**src/rtl/mbrtu_pkg.sv**
```systemverilog
// Types, constants and codes of the Modbus RTU slave frame engine.
`default_nettype none
package mbrtu_pkg;

  // Default sizes of the stores.
  localparam int unsigned FRAME_BYTES_DEF = 64;
  localparam int unsigned NUM_REGS_DEF    = 16;
  localparam int unsigned NUM_COILS_DEF   = 64;

  // CRC-16 of the RTU framing, reflected form.
  localparam logic [15:0] CRC_POLY = 16'hA001;
  localparam logic [15:0] CRC_INIT = 16'hFFFF;

  // Addresses, function codes and exception codes.
  localparam logic [7:0] BCAST_ADDR     = 8'h00;
  localparam logic [7:0] FN_READ_COILS  = 8'h01;
  localparam logic [7:0] FN_READ_REGS   = 8'h03;
  localparam logic [7:0] FN_WRITE_COIL  = 8'h05;
  localparam logic [7:0] FN_WRITE_REG   = 8'h06;
  localparam logic [7:0] EXC_FLAG       = 8'h80;
  localparam logic [7:0] EXC_ILL_FUNC   = 8'h01;
  localparam logic [7:0] EXC_ILL_ADDR   = 8'h02;
  localparam logic [7:0] EXC_ILL_VALUE  = 8'h03;
  localparam logic [7:0] EXC_DEV_FAIL   = 8'h04;
  localparam logic [15:0] COIL_ON       = 16'hFF00;
  localparam logic [15:0] COIL_OFF      = 16'h0000;
  localparam logic [3:0] HDR_BYTES      = 4'd8;

  // Input item: a received byte or a frame end.
  typedef struct packed {
    logic       req_type;
    logic [7:0] rx_byte;
  } req_t;

  // Output item: one response byte.
  typedef struct packed {
    logic [7:0] tx_byte;
    logic       tx_last;
  } resp_t;

  typedef enum logic [3:0] {
    ST_CLEAR, ST_IDLE, ST_CRC, ST_LOAD, ST_DECIDE, ST_WRITE,
    ST_PREP, ST_RFETCH, ST_CREAD, ST_CSHIFT, ST_RCRC, ST_SEND
  } state_e;

  typedef enum logic [1:0] {
    KIND_ECHO, KIND_REGS, KIND_COILS, KIND_EXC
  } kind_e;

  // One bit step of the reflected CRC.
  function automatic logic [15:0] crc_step(input logic [15:0] crc);
    crc_step = crc[0] ? ((crc >> 1) ^ CRC_POLY) : (crc >> 1);
  endfunction

endpackage
`default_nettype wire

```
**src/rtl/mbrtu_ram.sv**
```systemverilog
// Generic single-write, single-read RAM with a registered read.
`default_nettype none
module mbrtu_ram #(
  parameter int unsigned WIDTH = 8,
  parameter int unsigned DEPTH = 64,
  parameter int unsigned AW    = (DEPTH > 1) ? $clog2(DEPTH) : 1
) (
  input  wire logic             clk_i,
  input  wire logic             we_i,
  input  wire logic [AW-1:0]    waddr_i,
  input  wire logic [WIDTH-1:0] wdata_i,
  input  wire logic [AW-1:0]    raddr_i,
  output logic      [WIDTH-1:0] rdata_o
);

  logic [WIDTH-1:0] mem_q [DEPTH];
  logic [WIDTH-1:0] rdata_q;

  // Write port and registered read port.
  always_ff @(posedge clk_i) begin
    if (we_i) begin
      mem_q[waddr_i] <= wdata_i;
    end
    rdata_q <= mem_q[raddr_i];
  end

  assign rdata_o = rdata_q;

endmodule
`default_nettype wire

```
**src/rtl/modbus_rtu_slave_frame_engine.sv**
```systemverilog
// Top level of the Modbus RTU slave frame engine.
// Received bytes and frame-end events enter on the input channel; response bytes leave on
// the output channel with tx_last on the final one. A received byte is accepted and stored in
// the frame RAM while there is room, and then folded into the shared serial CRC register in
// eight bit steps. At frame end the engine reads the first eight frame bytes from the frame
// RAM, decides, performs a write for functions 05 and 06, and then builds the response one
// byte at a time: it selects the byte (with a register fetch at the start of each register,
// or a read and a shift per coil for a coil byte), takes eight CRC bit steps for bytes
// covered by the CRC, and holds the byte in the output register until the transaction
// completes. After reset a clearing pass zeroes the register and coil RAMs; no input is
// taken during it, while the address register can be written as ever.
`default_nettype none
module modbus_rtu_slave_frame_engine
  import mbrtu_pkg::*;
#(
  parameter int unsigned FRAME_BYTES = FRAME_BYTES_DEF,
  parameter int unsigned NUM_REGS    = NUM_REGS_DEF,
  parameter int unsigned NUM_COILS   = NUM_COILS_DEF
) (
  input  wire logic       clk_i,
  input  wire logic       rst_ni,
  input  wire logic       cfg_valid_i,
  output logic            cfg_ready_o,
  input  wire logic [7:0] cfg_data_i,
  input  wire logic       in_valid_i,
  output logic            in_ready_o,
  input  wire req_t       in_data_i,
  output logic            out_valid_o,
  input  wire logic       out_ready_i,
  output resp_t           out_data_o
);

  localparam int unsigned FA_W  = $clog2(FRAME_BYTES);
  localparam int unsigned LEN_W = $clog2(FRAME_BYTES + 1);
  localparam int unsigned RA_W  = (NUM_REGS > 1) ? $clog2(NUM_REGS) : 1;
  localparam int unsigned CA_W  = (NUM_COILS > 1) ? $clog2(NUM_COILS) : 1;
  localparam int unsigned REM_W = $clog2(NUM_COILS + 1);
  localparam int unsigned CLR_N = (NUM_REGS > NUM_COILS) ? NUM_REGS : NUM_COILS;
  localparam int unsigned CLR_W = $clog2(CLR_N + 1);
  localparam int unsigned DATA_MAX = (2 * NUM_REGS > (NUM_COILS + 7) / 8) ?
                                     2 * NUM_REGS : (NUM_COILS + 7) / 8;
  localparam int unsigned POS_W = $clog2(DATA_MAX + 6);

  state_e            state_q, state_d;
  kind_e             kind_q, kind_d;
  logic [15:0]       crc_q, crc_d;
  logic [2:0]        bit_q, bit_d;
  logic [LEN_W-1:0]  len_q, len_d;
  logic              acc_en_q, acc_en_d;
  logic [7:0]        dev_addr_q, dev_addr_d;
  logic [CLR_W-1:0]  clr_q, clr_d;
  logic [3:0]        ld_q, ld_d;
  logic [7:0]        hdr_q [8];
  logic [7:0]        hdr_d [8];
  logic [7:0]        exc_q, exc_d;
  logic [POS_W-1:0]  body_q, body_d, total_q, total_d, pos_q, pos_d;
  logic [RA_W-1:0]   reg_idx_q, reg_idx_d;
  logic [15:0]       reg_word_q, reg_word_d;
  logic [CA_W-1:0]   cidx_q, cidx_d;
  logic [REM_W-1:0]  rem_q, rem_d;
  logic [3:0]        cnt_q, cnt_d;
  logic [7:0]        cbyte_q, cbyte_d;
  logic [7:0]        tx_q, tx_d;

  // RAM ports.
  logic              fr_we;
  logic [FA_W-1:0]   fr_waddr, fr_raddr;
  logic [7:0]        fr_rdata;
  logic              rg_we;
  logic [RA_W-1:0]   rg_waddr;
  logic [15:0]       rg_wdata, rg_rdata;
  logic              cl_we;
  logic [CA_W-1:0]   cl_waddr;
  logic              cl_wdata, cl_rdata;

  mbrtu_ram #(.WIDTH(8), .DEPTH(FRAME_BYTES)) u_frame_ram (
    .clk_i, .we_i(fr_we), .waddr_i(fr_waddr), .wdata_i(in_data_i.rx_byte),
    .raddr_i(fr_raddr), .rdata_o(fr_rdata)
  );

  mbrtu_ram #(.WIDTH(16), .DEPTH(NUM_REGS)) u_reg_ram (
    .clk_i, .we_i(rg_we), .waddr_i(rg_waddr), .wdata_i(rg_wdata),
    .raddr_i(reg_idx_q), .rdata_o(rg_rdata)
  );

  mbrtu_ram #(.WIDTH(1), .DEPTH(NUM_COILS)) u_coil_ram (
    .clk_i, .we_i(cl_we), .waddr_i(cl_waddr), .wdata_i(cl_wdata),
    .raddr_i(cidx_q), .rdata_o(cl_rdata)
  );

  // Decoded request fields and handshakes.
  logic [7:0]  fn;
  logic [15:0] first, arg;
  logic [16:0] span;
  logic        in_fire, cfg_fire, out_fire, is_byte, foreign, good, len8, bcast;
  logic        last_byte, clr_done;

  assign fn        = hdr_q[1];
  assign first     = {hdr_q[2], hdr_q[3]};
  assign arg       = {hdr_q[4], hdr_q[5]};
  assign span      = {1'b0, first} + {1'b0, arg};
  assign in_fire   = in_valid_i && in_ready_o;
  assign cfg_fire  = cfg_valid_i && cfg_ready_o;
  assign out_fire  = out_valid_o && out_ready_i;
  assign is_byte   = !in_data_i.req_type;
  assign foreign   = (len_q == '0) && (in_data_i.rx_byte != BCAST_ADDR) &&
                     (in_data_i.rx_byte != dev_addr_q);
  assign good      = (crc_q == 16'h0000) && (len_q >= LEN_W'(2));
  assign len8      = (len_q == LEN_W'(HDR_BYTES));
  assign bcast     = (hdr_q[0] == BCAST_ADDR);
  assign last_byte = (pos_q == total_q - POS_W'(1));
  assign clr_done  = (clr_q == CLR_W'(CLR_N - 1));

  // Response byte selection for the current position.
  logic [7:0] prep_byte;
  logic       prep_fold, prep_reg, prep_coil;
  always_comb begin
    prep_byte = 8'h00;
    prep_fold = 1'b1;
    prep_reg  = 1'b0;
    prep_coil = 1'b0;
    if (kind_q == KIND_ECHO) begin
      prep_byte = hdr_q[pos_q[2:0]];
      prep_fold = 1'b0;
    end else if (pos_q == POS_W'(0)) begin
      prep_byte = hdr_q[0];
    end else if (pos_q == POS_W'(1)) begin
      prep_byte = (kind_q == KIND_EXC) ? (hdr_q[1] | EXC_FLAG) : hdr_q[1];
    end else if (pos_q == POS_W'(2)) begin
      if (kind_q == KIND_EXC) begin
        prep_byte = exc_q;
      end else if (kind_q == KIND_REGS) begin
        prep_byte = 8'(arg << 1);
      end else begin
        prep_byte = 8'(body_q - POS_W'(3));
      end
    end else if (pos_q == body_q) begin
      prep_byte = crc_q[7:0];
      prep_fold = 1'b0;
    end else if (pos_q == body_q + POS_W'(1)) begin
      prep_byte = crc_q[15:8];
      prep_fold = 1'b0;
    end else if (kind_q == KIND_REGS) begin
      // An odd position starts a new register, high byte first.
      prep_reg  = pos_q[0];
      prep_byte = reg_word_q[7:0];
    end else begin
      prep_coil = 1'b1;
    end
  end

  // Next state.
  always_comb begin
    state_d = state_q;
    unique case (state_q)
      ST_CLEAR:  if (clr_done) state_d = ST_IDLE;
      ST_IDLE: begin
        if (in_fire) begin
          if (is_byte) begin
            if (acc_en_q) state_d = ST_CRC;
          end else if (acc_en_q) begin
            state_d = ST_LOAD;
          end
        end
      end
      ST_CRC:    if (bit_q == 3'd7) state_d = ST_IDLE;
      ST_LOAD:   if (ld_q == HDR_BYTES) state_d = ST_DECIDE;
      ST_DECIDE: begin
        if (!good) begin
          state_d = ST_IDLE;
        end else if (len8 && (fn == FN_WRITE_REG || fn == FN_WRITE_COIL)) begin
          state_d = ST_WRITE;
        end else begin
          state_d = bcast ? ST_IDLE : ST_PREP;
        end
      end
      ST_WRITE:  state_d = bcast ? ST_IDLE : ST_PREP;
      ST_PREP: begin
        if (prep_reg) begin
          state_d = ST_RFETCH;
        end else if (prep_coil) begin
          state_d = ST_CREAD;
        end else begin
          state_d = prep_fold ? ST_RCRC : ST_SEND;
        end
      end
      ST_RFETCH: state_d = ST_RCRC;
      ST_CREAD:  state_d = ST_CSHIFT;
      ST_CSHIFT: state_d = (cnt_q == 4'd1) ? ST_RCRC : ST_CREAD;
      ST_RCRC:   if (bit_q == 3'd7) state_d = ST_SEND;
      ST_SEND: begin
        if (out_fire) state_d = last_byte ? ST_IDLE : ST_PREP;
      end
      default:   state_d = ST_IDLE;
    endcase
  end

  // Datapath and RAM control.
  always_comb begin
    logic fin;
    logic in_rng_c;
    fin        = 1'b0;
    in_rng_c   = (first < 16'(NUM_COILS));
    crc_d      = crc_q;
    bit_d      = bit_q;
    len_d      = len_q;
    acc_en_d   = acc_en_q;
    dev_addr_d = cfg_fire ? cfg_data_i : dev_addr_q;
    clr_d      = clr_q;
    ld_d       = ld_q;
    hdr_d      = hdr_q;
    kind_d     = kind_q;
    exc_d      = exc_q;
    body_d     = body_q;
    total_d    = total_q;
    pos_d      = pos_q;
    reg_idx_d  = reg_idx_q;
    reg_word_d = reg_word_q;
    cidx_d     = cidx_q;
    rem_d      = rem_q;
    cnt_d      = cnt_q;
    cbyte_d    = cbyte_q;
    tx_d       = tx_q;
    fr_we      = 1'b0;
    fr_waddr   = len_q[FA_W-1:0];
    fr_raddr   = FA_W'(ld_q[2:0]);
    rg_we      = 1'b0;
    rg_waddr   = first[RA_W-1:0];
    rg_wdata   = arg;
    cl_we      = 1'b0;
    cl_waddr   = first[CA_W-1:0];
    cl_wdata   = (arg == COIL_ON);
    unique case (state_q)
      ST_CLEAR: begin
        rg_we    = (clr_q < CLR_W'(NUM_REGS));
        rg_waddr = clr_q[RA_W-1:0];
        rg_wdata = 16'h0000;
        cl_we    = (clr_q < CLR_W'(NUM_COILS));
        cl_waddr = clr_q[CA_W-1:0];
        cl_wdata = 1'b0;
        clr_d    = clr_q + CLR_W'(1);
      end
      ST_IDLE: begin
        ld_d = 4'd0;
        if (in_fire) begin
          if (!is_byte) begin
            if (!acc_en_q) fin = 1'b1;
          end else if (acc_en_q) begin
            // Fold the byte into the CRC and store it while there is room.
            crc_d = crc_q ^ {8'h00, in_data_i.rx_byte};
            bit_d = 3'd0;
            if (len_q < LEN_W'(FRAME_BYTES)) begin
              if (foreign) begin
                acc_en_d = 1'b0;
              end else begin
                fr_we = 1'b1;
                len_d = len_q + LEN_W'(1);
              end
            end
          end
        end
      end
      ST_CRC: begin
        crc_d = crc_step(crc_q);
        bit_d = bit_q + 3'd1;
      end
      ST_LOAD: begin
        if (ld_q != 4'd0) hdr_d[ld_q[2:0] - 3'd1] = fr_rdata;
        ld_d = ld_q + 4'd1;
      end
      ST_DECIDE: begin
        crc_d     = CRC_INIT;
        pos_d     = '0;
        reg_idx_d = first[RA_W-1:0];
        cidx_d    = first[CA_W-1:0];
        rem_d     = arg[REM_W-1:0];
        exc_d     = EXC_ILL_FUNC;
        kind_d    = KIND_EXC;
        body_d    = POS_W'(3);
        if (len8 && (fn == FN_WRITE_REG || fn == FN_WRITE_COIL)) begin
          kind_d = KIND_ECHO;
        end else if (len8 && fn == FN_READ_REGS) begin
          if (arg == 16'h0000 || arg > 16'(NUM_REGS)) begin
            exc_d = EXC_ILL_VALUE;
          end else if (span > 17'(NUM_REGS)) begin
            exc_d = EXC_ILL_ADDR;
          end else begin
            kind_d = KIND_REGS;
            body_d = POS_W'(3) + (POS_W'(arg) << 1);
          end
        end else if (len8 && fn == FN_READ_COILS) begin
          if (arg == 16'h0000 || arg > 16'(NUM_COILS)) begin
            exc_d = EXC_ILL_VALUE;
          end else if (span > 17'(NUM_COILS)) begin
            exc_d = EXC_ILL_ADDR;
          end else begin
            kind_d = KIND_COILS;
            body_d = POS_W'(3) + POS_W'((span - {1'b0, first} + 17'd7) >> 3);
          end
        end
        total_d = (kind_d == KIND_ECHO) ? POS_W'(HDR_BYTES) : body_d + POS_W'(2);
        if (!good) begin
          fin = 1'b1;
        end else if (kind_d != KIND_ECHO && bcast) begin
          fin = 1'b1;
        end
      end
      ST_WRITE: begin
        rg_we = (fn == FN_WRITE_REG) && (first < 16'(NUM_REGS));
        cl_we = (fn == FN_WRITE_COIL) && in_rng_c && (arg == COIL_ON || arg == COIL_OFF);
        if (bcast) fin = 1'b1;
      end
      ST_PREP: begin
        if (prep_coil) begin
          cbyte_d = 8'h00;
          cnt_d   = (rem_q >= REM_W'(8)) ? 4'd8 : 4'(rem_q);
        end else if (!prep_reg) begin
          tx_d = prep_byte;
          if (prep_fold) begin
            crc_d = crc_q ^ {8'h00, prep_byte};
            bit_d = 3'd0;
          end
        end
      end
      ST_RFETCH: begin
        reg_word_d = rg_rdata;
        reg_idx_d  = reg_idx_q + RA_W'(1);
        tx_d       = rg_rdata[15:8];
        crc_d      = crc_q ^ {8'h00, rg_rdata[15:8]};
        bit_d      = 3'd0;
      end
      ST_CREAD: begin
        cidx_d = cidx_q + CA_W'(1);
      end
      ST_CSHIFT: begin
        // Each coil shifts the byte left and enters at bit 0.
        cbyte_d = {cbyte_q[6:0], cl_rdata};
        cnt_d   = cnt_q - 4'd1;
        rem_d   = rem_q - REM_W'(1);
        if (cnt_q == 4'd1) begin
          tx_d  = {cbyte_q[6:0], cl_rdata};
          crc_d = crc_q ^ {8'h00, cbyte_q[6:0], cl_rdata};
          bit_d = 3'd0;
        end
      end
      ST_RCRC: begin
        crc_d = crc_step(crc_q);
        bit_d = bit_q + 3'd1;
      end
      ST_SEND: begin
        if (out_fire) begin
          pos_d = pos_q + POS_W'(1);
          if (last_byte) fin = 1'b1;
        end
      end
      default: begin
        fin = 1'b1;
      end
    endcase
    // Return the frame state to its reset values at the end of every frame.
    if (fin) begin
      crc_d    = CRC_INIT;
      len_d    = '0;
      acc_en_d = 1'b1;
    end
  end

  // Handshake outputs.
  assign cfg_ready_o        = 1'b1;
  assign in_ready_o         = (state_q == ST_IDLE);
  assign out_valid_o        = (state_q == ST_SEND);
  assign out_data_o.tx_byte = tx_q;
  assign out_data_o.tx_last = last_byte;

  // Control registers.
  always_ff @(posedge clk_i or negedge rst_ni) begin
    if (!rst_ni) begin
      state_q    <= ST_CLEAR;
      crc_q      <= CRC_INIT;
      bit_q      <= 3'd0;
      len_q      <= '0;
      acc_en_q   <= 1'b1;
      dev_addr_q <= 8'h00;
      clr_q      <= '0;
      ld_q       <= 4'd0;
      pos_q      <= '0;
      total_q    <= '0;
      cnt_q      <= 4'd0;
    end else begin
      state_q    <= state_d;
      crc_q      <= crc_d;
      bit_q      <= bit_d;
      len_q      <= len_d;
      acc_en_q   <= acc_en_d;
      dev_addr_q <= dev_addr_d;
      clr_q      <= clr_d;
      ld_q       <= ld_d;
      pos_q      <= pos_d;
      total_q    <= total_d;
      cnt_q      <= cnt_d;
    end
  end

  // Payload registers.
  always_ff @(posedge clk_i) begin
    hdr_q      <= hdr_d;
    kind_q     <= kind_d;
    exc_q      <= exc_d;
    body_q     <= body_d;
    reg_idx_q  <= reg_idx_d;
    reg_word_q <= reg_word_d;
    cidx_q     <= cidx_d;
    rem_q      <= rem_d;
    cbyte_q    <= cbyte_d;
    tx_q       <= tx_d;
  end

endmodule
`default_nettype wire

```
**config.mk**
```make
export PLATFORM = sky130hd
export DESIGN_NAME = modbus_rtu_slave_frame_engine
export DESIGN_NICKNAME = d
export VERILOG_FILES = /design/src/rtl/mbrtu_pkg.sv /design/src/rtl/mbrtu_ram.sv /design/src/rtl/modbus_rtu_slave_frame_engine.sv
export SDC_FILE = /design/constraint.sdc
export NUM_CORES = 1
export LEC_CHECK = 0
export ABC_AREA = 1
export BUFFER_PORTS_ARGS = -buffer_cell sky130_fd_sc_hd__buf_4
export CAP_MARGIN = 20
export CORE_AREA = 3 3 231 233
export DETAILED_ROUTE_END_ITERATION = 8
export DIE_AREA = 0 0 234 236
export PLACE_DENSITY = 0.71
export SLEW_MARGIN = 15
export SYNTH_ARGS = -nofsm -noshare
export SYNTH_HDL_FRONTEND = slang
export SYNTH_SLANG_ARGS = --single-unit
```
**constraint.sdc**
```tcl
create_clock -name clk_i -period 5.15 [get_ports clk_i]
set_clock_uncertainty 0.1 [all_clocks]
set_input_delay 0 -clock clk_i [delete_from_list [all_inputs] [get_ports clk_i]]
set_output_delay 0 -clock clk_i [all_outputs]
set_load 0.03 [all_outputs]
```
==> out/summary.txt, run 1 <==
Status - finished clean
Num ports - 34
GP Congestion - 0.9765
Worst path required time - 5.53 ns
Area contributors post-synth - edfxtp_1 (53%), nand2_1 (5.5%), o21ai_0 (4.5%)
Worst-path fanout max - 7
EDFF count, synth - 498
Sw Pwr - 0.004872 W
Vias in the first global route - 19,950
Slowest-stage cell, CP - edfxtp_1
Crit end category - register
HP Class - in2reg
Clk sink count - 589
Largest net degree at the start of global routing - 140
# setup viols final - 0
YS warnings - 0
Multi-input logic area - 0.009638 mm2
Worst slew pin tran - 1.074 ns
Cell Area, Synth - 0.02831 mm2
Clk pwr share - 0.298
DR iter-0 viols - 2,760
Vias - 21,185
Drt wl/cell - 21.52 um
Clock Path Buffers - 3
Fmax - 232.7 MHz
Setup bufs post-CTS - 0
Yosys top cell by area - edfxtp_1
Cell variety after synth - 61
Critical Path AT - 4.68 ns
Root buffer cell - clkbuf_16
Setup TNS - 0 ns
Cell internal pwr - 0.009387 W
First-pass DRT Iterations - 6
VDD IR-drop max - 0.3877 mV
Global-route wire length before repair - 117.9 mm
Commonest non-fill, non-tap cells in the layout - edfxtp_1 (498), nand2_1 (414), nor2_1 (301)
Fill cells - 4,077
Crit-path cells - ha_1 -> inv_1 -> fa_1 -> inv_1 -> nand3_1 -> nand3_1 -> xor2_1 -> ha_1 -> ha_1 -> nand2_1 -> or2_2 -> nand3_1 -> nand2_1 -> nand2_1 -> inv_1 -> nand2_1 -> xor2_1 -> inv_1 -> nand3_1 -> nand2_2 -> nand3_1 -> nand2_1 -> nand3_1 -> nand2_1
Vias per cell - 5.921
Die height - 236 um
Post-DRT Antenna Nets - 0
Pwr per Cell Area - 449.8 mW/mm2
Total Routed Length - 76.99 mm
#FFs+latches synth - 589
CTS clk-pin slew, worst paths - 0.07 ns
Synth Flop Type - edfxtp_1
Minimum clock period - 4.297 ns
Endpoints failing hold - 0
Core Box Area - 0.05141 mm2
Post-synth net total - 2,858
Ratio of cells with drive above 1 in the final layout - 0.09455
Clk_lat worst skew - 0.66 ns
Register area - 0.01713 mm2
Max stage delay on crit path - 0.50 ns
Switch share - 0.3417
Antenna violations before repair - 0
TritonCTS buffer count - 59
Register area share after synthesis - 0.6050
RSZ-0062 raised after global routing - false
Final period utilization - 0.8345
DRC viols - 0
MaxCap Viol Count - 0
Rel. slew slack - 0.2810
Pre-CTS WS - 0.9612 ns
CTS H-Tree Depth - 2
Area growth from synthesis to layout - 11.98%
Post-synth ARST share - 0.1121
Slew Viols, Final - 0
Synth top area share - 0.5282
Gate power share - 0.260
Chip width - 234 um
Final net count - 2,932
Total gr overflow - 0
Worst Slack Setup Final - 0.8525 ns
Seq pwr share - 0.443
Initial Util - 0.5508
Antenna cells - 0
Die footprint - 0.05522 mm2
Site Rows - 83
Startpoint types - register
Mean post-synth cell area - 10.20 um2
Tot GR Track Use - 0.2783
Static Leakage - 12.31 nW
Post-Synthesis Cells - 2,777
# port buffers - 32
CTS tree - yes
Dpl hpwl - 50.47 mm
Most common cell after layout, fill and taps aside - edfxtp_1
Setup CP Type - reg2reg
per-stage QoR:
stage | cell area (um2) | instances | utilization | total power (W) | hold slack (ns)
2_1_floorplan | 28310 | 2777 | - | 0.008713 | -0.3956
3_3_place_gp | 29280 | 3419 | 0.5695 | 0.009876 | 0.07895
3_5_place_dp | 29300 | 3421 | 0.5699 | 0.009971 | 0.09277
4_1_cts | 31670 | 3575 | 0.6162 | 0.01421 | 0.04961
5_1_grt | 31700 | 3578 | 0.6167 | 0.01488 | 0.09819
6_report | 31700 | 3578 | 0.6167 | 0.01426 | 0.08425
worst max-delay path: cells and delay by family (launching register included):
| family | cells | cell delay [ns] |
|---|---|---|
| XOR/XNOR | 2 | 0.47 |
| flip-flops | 1 | 0.50 |
| AND/OR/NAND/NOR | 14 | 1.38 |
| buffers and inverters | 4 | 0.31 |
| adder cells (fa/ha/maj) | 4 | 1.39 |
routing by layer:
metal  global-route usage  vias up  share of wire
li1                     -     9833              -
met1               0.4122    10263           0.43
met2               0.4342      950           0.46
met3              0.03406      139          0.077
met4              0.08069        0          0.028
met5                    0        -              0
final cells by class:
cell class / instances / area share
Clock buffer: 79 / 0.05055
Multi-Input combinational cell: 1775 / 0.3040
Inverter: 309 / 0.03658
Sequential cell: 589 / 0.5402
Clock inverter: 29 / 0.009393
Timing Repair Buffer: 117 / 0.03240
Tap cell: 680 / 0.02684
Yosys cell counts, drive strengths merged, types with 2 or more instances:
| library cell | n |
|---|---|
| a211oi | 3 |
| a21oi | 147 |
| a221oi | 2 |
| a22oi | 2 |
| a31oi | 13 |
| and2 | 4 |
| buf | 31 |
| clkbuf | 73 |
| clkinv | 4 |
| dfrtp | 49 |
| dfstp | 17 |
| dfxtp | 25 |
| edfxtp | 498 |
| ha | 58 |
| inv | 305 |
| mux2i | 64 |
| nand2 | 431 |
| nand3 | 160 |
| nand3b | 5 |
| nand4 | 39 |
| nor2 | 337 |
| nor3 | 24 |
| nor3b | 2 |
| nor4 | 16 |
| o211ai | 81 |
| o21ai | 270 |
| o221ai | 12 |
| o22ai | 28 |
| or2 | 15 |
| xnor2 | 22 |
| xor2 | 27 |
final timing paths:
path | from | to | slack (ns) | depth (start not counted)
worst max-delay path | arg[0] | total_q[5] | 0.85 | 24
max in group asynchronous | rst_ni | ld_q[1] | 3.96 | 4
min in group asynchronous | rst_ni | total_q[4] | 0.41 | 3
worst max register to register | arg[0] | total_q[5] | 0.85 | 24
worst min-delay path | in_data_i[2] | u_frame_ram.mem_q[3][2] | 0.08 | 2
worst min register to register | u_reg_ram.rdata_o[6] | reg_word_q[6] | 0.30 | 0
state kept, by name (all words and copies together) (netlist names), 8 cells and up:
name                 flops
hdr_q                   24
u_coil_ram.mem_q        64
reg_word_q               8
crc_q                   16
arg                     16
fn                       8
u_frame_ram.rdata_o      8
u_frame_ram.mem_q       64
dev_addr_q               8
first                   16
tx_q                     8
u_reg_ram.rdata_o       16
u_reg_ram.mem_q        256
repair_timing:
action	in CTS	in global routing
endpoints found under the hold margin	162	0
hold buffers	46	0
endpoints found under the setup margin	0	0
resized for setup	0	0
power by group through the flow:
stage	clock, W	sequential (W)	combinational, W
floorplan	0	0.00621	0.00250
global placement	0	0.00638	0.00349
detailed placement	0	0.00640	0.00358
CTS	0.00428	0.00630	0.00363
global route	0.00446	0.00636	0.00407
finish	0.00424	0.00631	0.00370
cells by family (layout without fill, tap and decap cells):
family,after synthesis,count (layout),synth area share
buffers and inverters,413,534,0.05679
multiplexers,64,64,0.02263
other,1,1,0.0001325
AND/OR/NAND/NOR,1034,1034,0.1609
flip-flops,589,589,0.6050
XOR/XNOR,49,49,0.01516
adder cells (fa/ha/maj),59,59,0.02634
AO/OA/AOI/OAI,568,568,0.1131
Note: power is estimated with default switching activity, not from simulation.
==> inputs of run 2 (changes only) <==
- PLACE_DENSITY: 0.71 -> 0.73
- clock period: 5.15 -> 3.9 ns (I/O delays scaled with it)
==> run 2 against run 1 <==
Wire length up 2.1%. Critical path depth decreased by 5. Global-route usage grew 0.59 points. Critical path type unchanged. Combinational power increased by 36%. Total power increased by 36%. Count of clock-buffer cells in the layout stayed put. First-iteration DRC count decreased by 6.4%. Core utilization rose by 1.3 points. Hold slack lost 0.019 ns.
==> out/summary.txt, run 2 (synthesis gave the netlist of run 1 again) <==
Initial Util - 0.5508 (unchanged)
Post-DP Area - 0.02967 mm2 (+1.3%)
Clk_lat worst skew - 0.65 ns (about the same)
Final instance area - 0.03238 mm2 (+2.1%)
Commonest non-fill, non-tap cells in the layout - edfxtp_1 (498), nand2_1 (411), nor2_1 (302)
Vias - 21,517 (+1.6%)
Antenna violations before repair - 0 (unchanged)
Dpl hpwl - 51.78 mm (+2.6%)
Sw Pwr - 0.006543 W (+34%)
CP most frequent cell - ha_1
Worst path required time - 4.28 ns (-1.25 ns)
Clk pwr share - 0.311 (+0.013)
Max reg flops - 256 (unchanged)
Worst Slack Setup Final - 0.1469 ns (-0.7056 ns)
Chip width - 234 um (unchanged)
Multi-input logic area - 0.009774 mm2 (+1.4%)
DR iter-0 viols - 2,584 (-6.4%)
Number of cells on the worst reg-to-reg path - 19 (-21%)
Most common cell after layout, fill and taps aside - edfxtp_1
Final period utilization - 0.9623 (+0.1279)
First-pass DRT Iterations - 6 (unchanged)
Tot GR Track Use - 0.2842 (+0.005949)
Drt wl/cell - 21.67 um (+0.70%)
Ratio of cells with drive above 1 in the final layout - 0.1164 (+0.02180)
# port buffers - 32 (unchanged)
Most flop-heavy register - u_reg_ram.mem_q
# setup viols final - 0 (unchanged)
Pre-CTS WS - 0.02909 ns (-0.9321 ns)
Vias per cell - 5.931 (+0.17%)
Worst slew pin tran - 1.122 ns (+0.04760 ns)
Post-DRT Antenna Nets - 0 (unchanged)
Root buffer cell - clkbuf_16
Fill cells - 4,011 (-1.6%)
Slowest-stage cell, CP - edfxtp_1
Max stage delay on crit path - 0.37 ns (-0.13 ns)
CTS H-Tree Depth - 2 (unchanged)
Gate power share - 0.260 (about the same)
Pwr per Cell Area - 598.5 mW/mm2 (+33%)
CTS clk-pin slew, worst paths - 0.06 ns (about the same)
Power Total - 0.01938 W (+36%)
Startpoint types - register
Status - finished clean
MaxCap Viol Count - 0 (unchanged)
Total gr overflow - 0 (unchanged)
DRC viols - 0 (unchanged)
Critical Path AT - 4.14 ns (-0.54 ns)
Num ports - 34 (unchanged)
Rel. slew slack - 0.2520 (-0.02909)
Hold depth - 4 (+2)
Total Routed Length - 78.61 mm (+2.1%)
Crit-path cells - ha_1 -> inv_1 -> fa_2 -> xnor2_1 -> ha_1 -> ha_1 -> nand2_1 -> o21ai_2 -> xor2_1 -> inv_1 -> ha_1 -> xnor2_1 -> inv_1 -> nand3_1 -> nand2_2 -> ha_2 -> nand4_1 -> nand3_1 -> nand2_1
Setup CP Type - reg2reg
Largest net degree at the start of global routing - 67 (-52%)
Util after Layout - 0.6300 (+0.01324)
TritonCTS buffer count - 59 (unchanged)
Biggest registers after layout - u_reg_ram.mem_q x256, u_coil_ram.mem_q x64, u_frame_ram.mem_q x64
Seq pwr share - 0.429 (-0.014)
Die height - 236 um (unchanged)
Core Box Area - 0.05141 mm2 (unchanged)
Antenna cells - 0 (unchanged)
Area growth from synthesis to layout - 14.38%
Switch share - 0.3376 (-0.004099)
HP Class - in2reg
Slew Viols, Final - 0 (unchanged)
Register area - 0.01713 mm2 (unchanged)
Final net count - 2,978 (+1.6%)
Clk sink count - 589 (unchanged)
Static Leakage - 12.63 nW (+2.6%)
Fmax - 266.4 MHz (+15%)
Endpoints failing hold - 0 (unchanged)
Vias in the first global route - 20,666 (+3.6%)
Cell internal pwr - 0.01284 W (+37%)
Clock Path Buffers - 3 (unchanged)
Die footprint - 0.05522 mm2 (unchanged)
Global-route wire length before repair - 120.5 mm (+2.2%)
CTS tree - yes
GP Congestion - 0.9989 (+2.3%)
Site Rows - 83 (unchanged)
Worst-path fanout max - 4 (-3)
Crit end category - register
Minimum clock period - 3.753 ns (-0.5444 ns)
VDD IR-drop max - 0.5010 mV (+29%)
run 2: changes by cell type in the layout (fill, tap and decap cells not counted), moves of 3 or more:
cell / change
nand2_2: +3
buf_12: +3
bufinv_16: +5
inv_6: -3
buf_4: +45
ha_4: +7
nand2_1: -3
ha_1: -8
run 2: what timing repair did:
| action | in CTS | in global routing |
|---|---|---|
| gates resized for setup | 0 | 23 |
| setup endpoints to repair | 0 | 6 |
| hold endpoints to repair | 148 | 0 |
| hold buffers | 46 | 0 |
| setup buffers | 0 | 1 |
run 2: worst paths after layout:
kind,startpoint,to,slack (ns)
min,in_valid_i,state_q[2],0.07
max reg2reg,first[0],total_q[5],0.15
min reg2reg,u_reg_ram.rdata_o[3],reg_word_q[3],0.31
max in group asynchronous,rst_ni,crc_q[8],2.78
max,first[0],total_q[5],0.15
min in group asynchronous,rst_ni,pos_q[0],0.38
run 2: per-stage QoR:
step	cells	setup TNS, ns	hold slack, ns
global route	3628	-0.08110	0.1134
detailed placement	3467	0	-0.1050
floorplan	2777	0	-0.3956
global placement	3467	0	-0.1107
finish	3628	0	0.06506
CTS	3625	0	0.04360
run 2: layout make-up:
type / count / share of cell area
clock inverter: 33 / 0.01460
inverter: 309 / 0.03581
clock buffer: 79 / 0.04980
sequential: 589 / 0.5289
tap: 680 / 0.02627
timing repair buffer: 163 / 0.04281
multi-input combinational: 1775 / 0.3018
run 2: worst max-delay path, delay by kind of cell, from the launching register on:
family / cells / cell delay, ns
AND/OR/NAND/NOR: 6 / 0.65
AO/OA/AOI/OAI: 1 / 0.17
buffers and inverters: 3 / 0.21
adder cells (fa/ha/maj): 6 / 1.58
flip-flops: 1 / 0.37
XOR/XNOR: 3 / 0.56
run 2: per-layer routing:
metal / track usage / routed length, um / vias up
li1: - / - / 9918
met1: 0.4088 / 33000 / 10431
met2: 0.4405 / 36050 / 1007
met3: 0.04650 / 6975 / 161
met4: 0.09887 / 2594 / 0
met5: 0 / 0 / -
run 2: power groups by stage:
stage	combinational [W]	sequential, W	clock, W
final	0.00504	0.00831	0.00604
after global placement	0.00475	0.00839	0
after CTS	0.00493	0.00829	0.00609
after global routing	0.00555	0.00835	0.00635
after floorplan	0.00330	0.00821	0
after detailed placement	0.00485	0.00841	0
